$ cat src/design/segment_to_segment_distance_defines.svh
// Assertion macros shared by the segment distance design files.
`ifndef SEGMENT_TO_SEGMENT_DISTANCE_DEFINES_SVH
`define SEGMENT_TO_SEGMENT_DISTANCE_DEFINES_SVH

// Same-cycle implication, sampled on the rising clock edge outside reset.
`define SSD_ASSERT_IMPL(lbl, ante, cons, msg) \
  lbl: assert property (@(posedge clk_i) disable iff (!rst_ni) (ante) |-> (cons)) \
    else $error(msg);

// Next-cycle implication, sampled on the rising clock edge outside reset.
`define SSD_ASSERT_NEXT(lbl, ante, cons, msg) \
  lbl: assert property (@(posedge clk_i) disable iff (!rst_ni) (ante) |=> (cons)) \
    else $error(msg);

`endif

$ cat src/design/ssd_pkg.sv
// Constants and types shared by the segment distance modules.
package ssd_pkg;

  // Coordinate and arithmetic widths.
  localparam int unsigned CoordBits = 32;
  localparam int unsigned NumCoords = 8;
  localparam int unsigned DiffBits  = CoordBits + 1;
  localparam int unsigned ProdBits  = 2 * DiffBits;
  localparam int unsigned SumBits   = ProdBits + 1;
  localparam int unsigned HalfBits  = ProdBits / 2;
  localparam int unsigned NumBits   = 2 * ProdBits;
  localparam int unsigned QuotBits  = ProdBits;
  localparam int unsigned DistBits  = CoordBits + 1;
  localparam int unsigned RemBits   = DistBits + 2;

  // Port widths.
  localparam int unsigned InDataBits  = ((NumCoords * CoordBits + 7) / 8) * 8;
  localparam int unsigned OutDataBits = ((DistBits + 7) / 8) * 8;
  localparam int unsigned LenTolBits  = 16;
  localparam int unsigned AreaTolBits = 32;
  localparam int unsigned CfgIdxBits  = 8;
  localparam int unsigned CfgDataBits = 32;

  // Pipeline and queue sizes.
  localparam int unsigned FifoDepth   = 4;
  localparam int unsigned PtrBits     = $clog2(FifoDepth);
  localparam int unsigned FrontStages = 4;
  localparam int unsigned BackStages  = 3 + QuotBits + 2 + DistBits + 1;

  // Configuration register indexes.
  typedef enum logic [CfgIdxBits-1:0] {
    REG_LENGTH_TOL = 8'd0,
    REG_AREA_TOL   = 8'd1
  } cfg_reg_e;

  typedef struct packed {
    logic [LenTolBits-1:0]  len_tol;
    logic [AreaTolBits-1:0] area_tol;
  } ssd_cfg_t;

  // One point-to-segment candidate: squared length, or cross product over base.
  typedef struct packed {
    logic                perp;
    logic [ProdBits-1:0] mag;
    logic [ProdBits-1:0] den;
  } ssd_path_t;

  typedef struct packed {
    logic                  touch;
    ssd_path_t [3:0]       path;
  } ssd_job_t;

  typedef struct packed {
    logic full;
    logic empty;
  } ssd_fifo_stat_t;

endpackage

$ cat src/design/ssd_fifo.sv
// Short queue between the classifying front and the distance back end.
`include "segment_to_segment_distance_defines.svh"
module ssd_fifo (
  input  logic                    clk_i,
  input  logic                    rst_ni,
  input  logic                    push_i,
  input  ssd_pkg::ssd_job_t       job_i,
  input  logic                    pop_i,
  output ssd_pkg::ssd_job_t       job_o,
  output ssd_pkg::ssd_fifo_stat_t stat_o
);
  import ssd_pkg::*;

  ssd_job_t           mem_q [FifoDepth];
  logic [PtrBits-1:0] wr_ptr_q, rd_ptr_q;
  logic [PtrBits:0]   count_q;

  assign stat_o.full  = (count_q == (PtrBits + 1)'(FifoDepth));
  assign stat_o.empty = (count_q == '0);
  assign job_o        = mem_q[rd_ptr_q];

  // Pointers and fill count.
  always_ff @(posedge clk_i or negedge rst_ni) begin
    if (!rst_ni) begin
      wr_ptr_q <= '0;
      rd_ptr_q <= '0;
      count_q  <= '0;
    end else begin
      if (push_i) begin
        wr_ptr_q <= (wr_ptr_q == PtrBits'(FifoDepth - 1)) ? '0 : wr_ptr_q + 1'b1;
      end
      if (pop_i) begin
        rd_ptr_q <= (rd_ptr_q == PtrBits'(FifoDepth - 1)) ? '0 : rd_ptr_q + 1'b1;
      end
      if (push_i && !pop_i) begin
        count_q <= count_q + 1'b1;
      end else if (!push_i && pop_i) begin
        count_q <= count_q - 1'b1;
      end
    end
  end

  // Entry storage.
  always_ff @(posedge clk_i) begin
    if (push_i) begin
      mem_q[wr_ptr_q] <= job_i;
    end
  end

  `SSD_ASSERT_IMPL(a_count_bound, 1'b1, count_q <= (PtrBits + 1)'(FifoDepth), "queue overfilled")
  `SSD_ASSERT_IMPL(a_push_full, push_i && stat_o.full, pop_i, "push into full queue")
  `SSD_ASSERT_NEXT(a_count_up, push_i && !pop_i, count_q == $past(count_q) + 1'b1, "count lost")

endmodule

$ cat config.mk
export PLATFORM = sky130hd
export DESIGN_NAME = ssd_fifo
export DESIGN_NICKNAME = d
export VERILOG_FILES = /design/src/design/ssd_pkg.sv /design/src/design/ssd_fifo.sv
export VERILOG_INCLUDE_DIRS = /design/src /design/src/design
export SDC_FILE = /design/constraint.sdc
export NUM_CORES = 1
export LEC_CHECK = 0
export ABC_CLOCK_PERIOD_IN_PS = 19450
export BUFFER_PORTS_ARGS = -buffer_cell sky130_fd_sc_hd__clkbuf_2
export CAP_MARGIN = 20
export CORE_ASPECT_RATIO = 2
export CORE_MARGIN = 1.5
export CORE_UTILIZATION = 40
export DETAILED_ROUTE_END_ITERATION = 10
export PLACE_DENSITY = 0.6
export SYNTH_ARGS = -nofsm -noshare
export SYNTH_HDL_FRONTEND = slang
export SYNTH_SLANG_ARGS = --single-unit
$ cat constraint.sdc
create_clock -name clk_i -period 19.45 [get_ports clk_i]
set_input_delay 3.89 -clock clk_i [delete_from_list [all_inputs] [get_ports clk_i]]
set_output_delay 3.89 -clock clk_i [all_outputs]
set_load 0.01 [all_outputs]
==> metrics list <==
- For this run, the share of the core covered by cells in the final layout is 47.6%.
* Area used by multi-input combinational logic: 12200 um^2
- Across all layers, the routed design uses 35000 vias.
- Synth Cell Area: 77200 um^2
* Post-route fraction of the period consumed by the critical path: 48.2%
- Setup bufs post-CTS: 0
- For the pin with the worst max-slew slack, the measured transition is 1.07 ns.
- The core region is 191000 um^2.
* Placed cell area: 85400 um^2
* Arrival time reported for the critical path endpoint: 5.49 ns
* Largest family of logic cells by synthesized area: multiplexers
* Max-slew headroom at the worst pin: 28.5%
- Leakage power of the design: 30.6 nW
- Total of buffers placed on input and output ports: 1071
- In the routed layout, each cell is associated on average with a via count of 5.22.
- The detail route stage leaves a number of antenna-violating nets equal to 0.
- Number of standard cells in the layout, taps in and fillers out: 6704
* Unrepaired setup endpoints after global routing: false
* Top achievable clock speed: 107 MHz
- At the end of the flow, the number of nets in the layout was 4559.
- Clock-pin slew was measured on the worst setup and hold paths at 0.06 ns.
- After synthesis, the share of flip-flops with an asynchronous set or reset is 0.327%.
- Synthesized-area fraction occupied by xor and xnor cells: 0.0341%
- Most common cell type on the critical path: buf_4
- Layout-stage area growth over the synthesis result: 18.2%
- Power spread over the standard cell area amounts to 149 nW/um^2.
* Peak fanout along the critical path: 57
* Synth Net Count: 3365
- For this configuration, the core starts out at a cell density of 40.3%.
* Library cell with the largest summed area after synthesis: edfxtp_1
- Status: complete, no violations
- Critical path capture point type: output port
- Registers take 64200 um^2.
- Summed over all nets, wire length on met2 after detailed routing comes to 93700 um.
- Synthesis produced 2821 cells.
- After detailed routing, the average wire length per cell comes to 27.4 um.
* Count of instances resized after the clock tree is built: 0
* Count of hold-fix buffers inserted at cts: 0
- The clock reaches the later pin of the worst-skew pair after 0.80 ns.
* Path category of the worst min-delay check: register to register
- First-pass GRT wire length: 262000 um
* Hold Fails Final Rpt: 0
- Total congestion overflow: 0
- The floorplan has 227 rows.
- M1 WL: 61300 um
- The initial antenna violation count came to 89.
- At the placement stage, the worst setup path has a slack of 10.79 ns.
* Simple-gate share of the synthesized area: 0.0730%
* Max-capacitance violation count: 0
- Area contributors post-synth: edfxtp_1, mux4_2, buf_2
- Summed over all layers, the routed wires come to 184000 um.
- After detailed routing, the number of remaining DRC violations is 0.
- Once layout is done, the placed cells without fillers occupy 91200 um^2.
- The clock drives 2139 sinks.
* Max-slew violation count: 0
- The worst setup path is of the register to output port kind.
* First-iteration detailed-routing DRC count: 2559
- Setup slack closes at 10.07 ns.
* Top metal layer carrying routed signals: met5
* Number of enable flip-flop cells after synthesis: 2132
* Largest stage delay, worst path: 0.99 ns
- In this run the register-to-register setup slack is 14.42 ns.
* Shortest clock period the worst path allows after layout: 9.38 ns
* Average size of a mapped cell: 27.3 um^2
- GR Util All Layers: 18.5%
- Counting along the longest clock path gives a buffer depth of 4.
* Fillers: 15700
- Adding up every negative setup slack in the final design gives 0 ns.
* Leading register cell type out of synthesis: edfxtp_1
- In this run, distinct cell masters in the synthesized netlist total 20.
* Length of routed met3 wiring: 21500 um
- Of the cells placed in the final design, the portion with a size suffix greater than 1 is 45.9%.
- The most critical setup path has its endpoint at job_o[143].
* Post-route clock skew: 0.0615 ns
* Number of synthesized register bits: 2139
* Synthesized-area fraction occupied by ao, oa, aoi and oai cells: 0.0130%
* Slowest CP cell: dfrtp_4
* Worst-path cell chain: buf_4, buf_4, buf_4, buf_4, mux4_2, clkbuf_2
- The floorplan step defined a die boundary enclosing 196000 um^2.
- Measured in cells, the most critical reg-to-reg path has a length of 7.
* First-pass DRT Iterations: 5
- The Yosys step of the flow raised 0 warnings.
- Max H-tree Level: 4
- Reg2reg start: wr_ptr_q[0]
- 1072 I/O pins were placed.
* Kind of start point of the critical path: register
* Data required time of the worst path: 15.56 ns
- Detailed-placement wirelength estimate: 121000 um
* Total of endpoints with negative setup slack in the final report: 0
- Share of the synthesized area in the top cell type: 83.0%
* Largest net degree at the start of global routing: 132
- Critical path startpoint: rd_ptr_q[1]
- TritonCTS built the clock tree.
- The tree is rooted in a clkbuf_16.
- Final weighted congestion in routability-driven placement: 0.793
* Number of buffers inserted during clock tree synthesis: 188
- Top library cells by usage in the layout, fill and taps aside: edfxtp_1, clkbuf_2, mux4_2
* Reg2Reg Capture Point: mem_q[2][122]
* Cell count after placement: 6343
- Most common cell after layout, fill and taps aside: edfxtp_1
- Across the VDD grid, the largest voltage drop is 0.124 mV.
- Height of the die: 624 um
* Die X: 314 um
- Fraction of the mapped netlist area in adder cells: 0.123%
- Measured against the total synthesized area, the mux share comes to 15.6%.
- Via count of the first global-routing pass: 37300
* Sequential-to-total area share from yosys stat: 83.2%
-- worst max-delay path, delay by kind of cell, from the launching register on --
family | cells | cell delay, ns
buffers and inverters | 5 | 3.05
DFF | 1 | 0.99
muxes | 1 | 0.43
-- cell usage after synthesis, types with 2 or more instances --
| cell type | number |
|---|---|
| buf_2 | 55 |
| and2_1 | 4 |
| buf_1 | 18 |
| o21ai_0 | 2 |
| nor2_1 | 3 |
| dfrtp_1 | 7 |
| mux2_2 | 3 |
| nand2_1 | 2 |
| xor2_1 | 2 |
| mux4_2 | 533 |
| ha_1 | 6 |
| clkbuf_1 | 11 |
| buf_4 | 17 |
| edfxtp_1 | 2132 |
| inv_1 | 4 |
| buf_6 | 18 |
-- cell families after synthesis --
| kind of cell | after synthesis |
|---|---|
| flops | 2139 |
| buf+inv | 123 |
| compound gates | 2 |
| simple gates | 11 |
| fa+ha+maj | 7 |
| mux | 536 |
| xor+xnor | 3 |
-- worst min-delay path by stage --
stage,cells after the start,start,slack [ns],endpoint
floorplan,1,count_q[2],0.46,count_q[2]
global placement,1,count_q[2],0.49,count_q[2]
detailed placement,1,count_q[2],0.49,count_q[2]
CTS,1,count_q[2],0.50,count_q[2]
global route,1,count_q[2],0.54,count_q[2]
finish,1,count_q[2],0.49,count_q[2]
-- where the power goes --
| part | leakage, nW | internal, W | switching (W) |
|---|---|---|---|
| clock | 2.77 | 0.00192 | 0.00159 |
| combinational | 8.22 | 0.00167 | 0.00236 |
| sequential | 19.7 | 0.00590 | 0.000184 |
| total | 30.6 | 0.00949 | 0.00414 |
-- layout make-up --
type | instances | share of cell area [%]
Multi-Input combinational cell | 559 | 13.4
Sequential cell | 2139 | 70.4
Clock buffer | 229 | 5.37
Timing Repair Buffer | 1123 | 6.42
Inverter | 4 | 0.0165
Antenna cell | 32 | 0.0878
Tap cell | 2519 | 3.46
Clock inverter | 99 | 0.841
-- per-layer routing --
metal / vias up / global-route usage [%]
met3: 367 / 8.49
met5: - / 0
met1: 18400 / 19.9
li1: 14800 / -
met4: 92 / 6.53
met2: 1408 / 31.6
-- state kept, by name, indices dropped and copies added, names as in the netlist --
register	count
count_q	3
rd_ptr_q	2
wr_ptr_q	2
mem_q	2132
-- stage by stage --
stage	hold slack, ns	power (W)
floorplan	0.456	0.00905
global placement	0.486	0.0103
detailed placement	0.492	0.0103
CTS	0.498	0.0139
global route	0.543	0.0142
finish	0.490	0.0136
(Power assumes the default switching activity.)
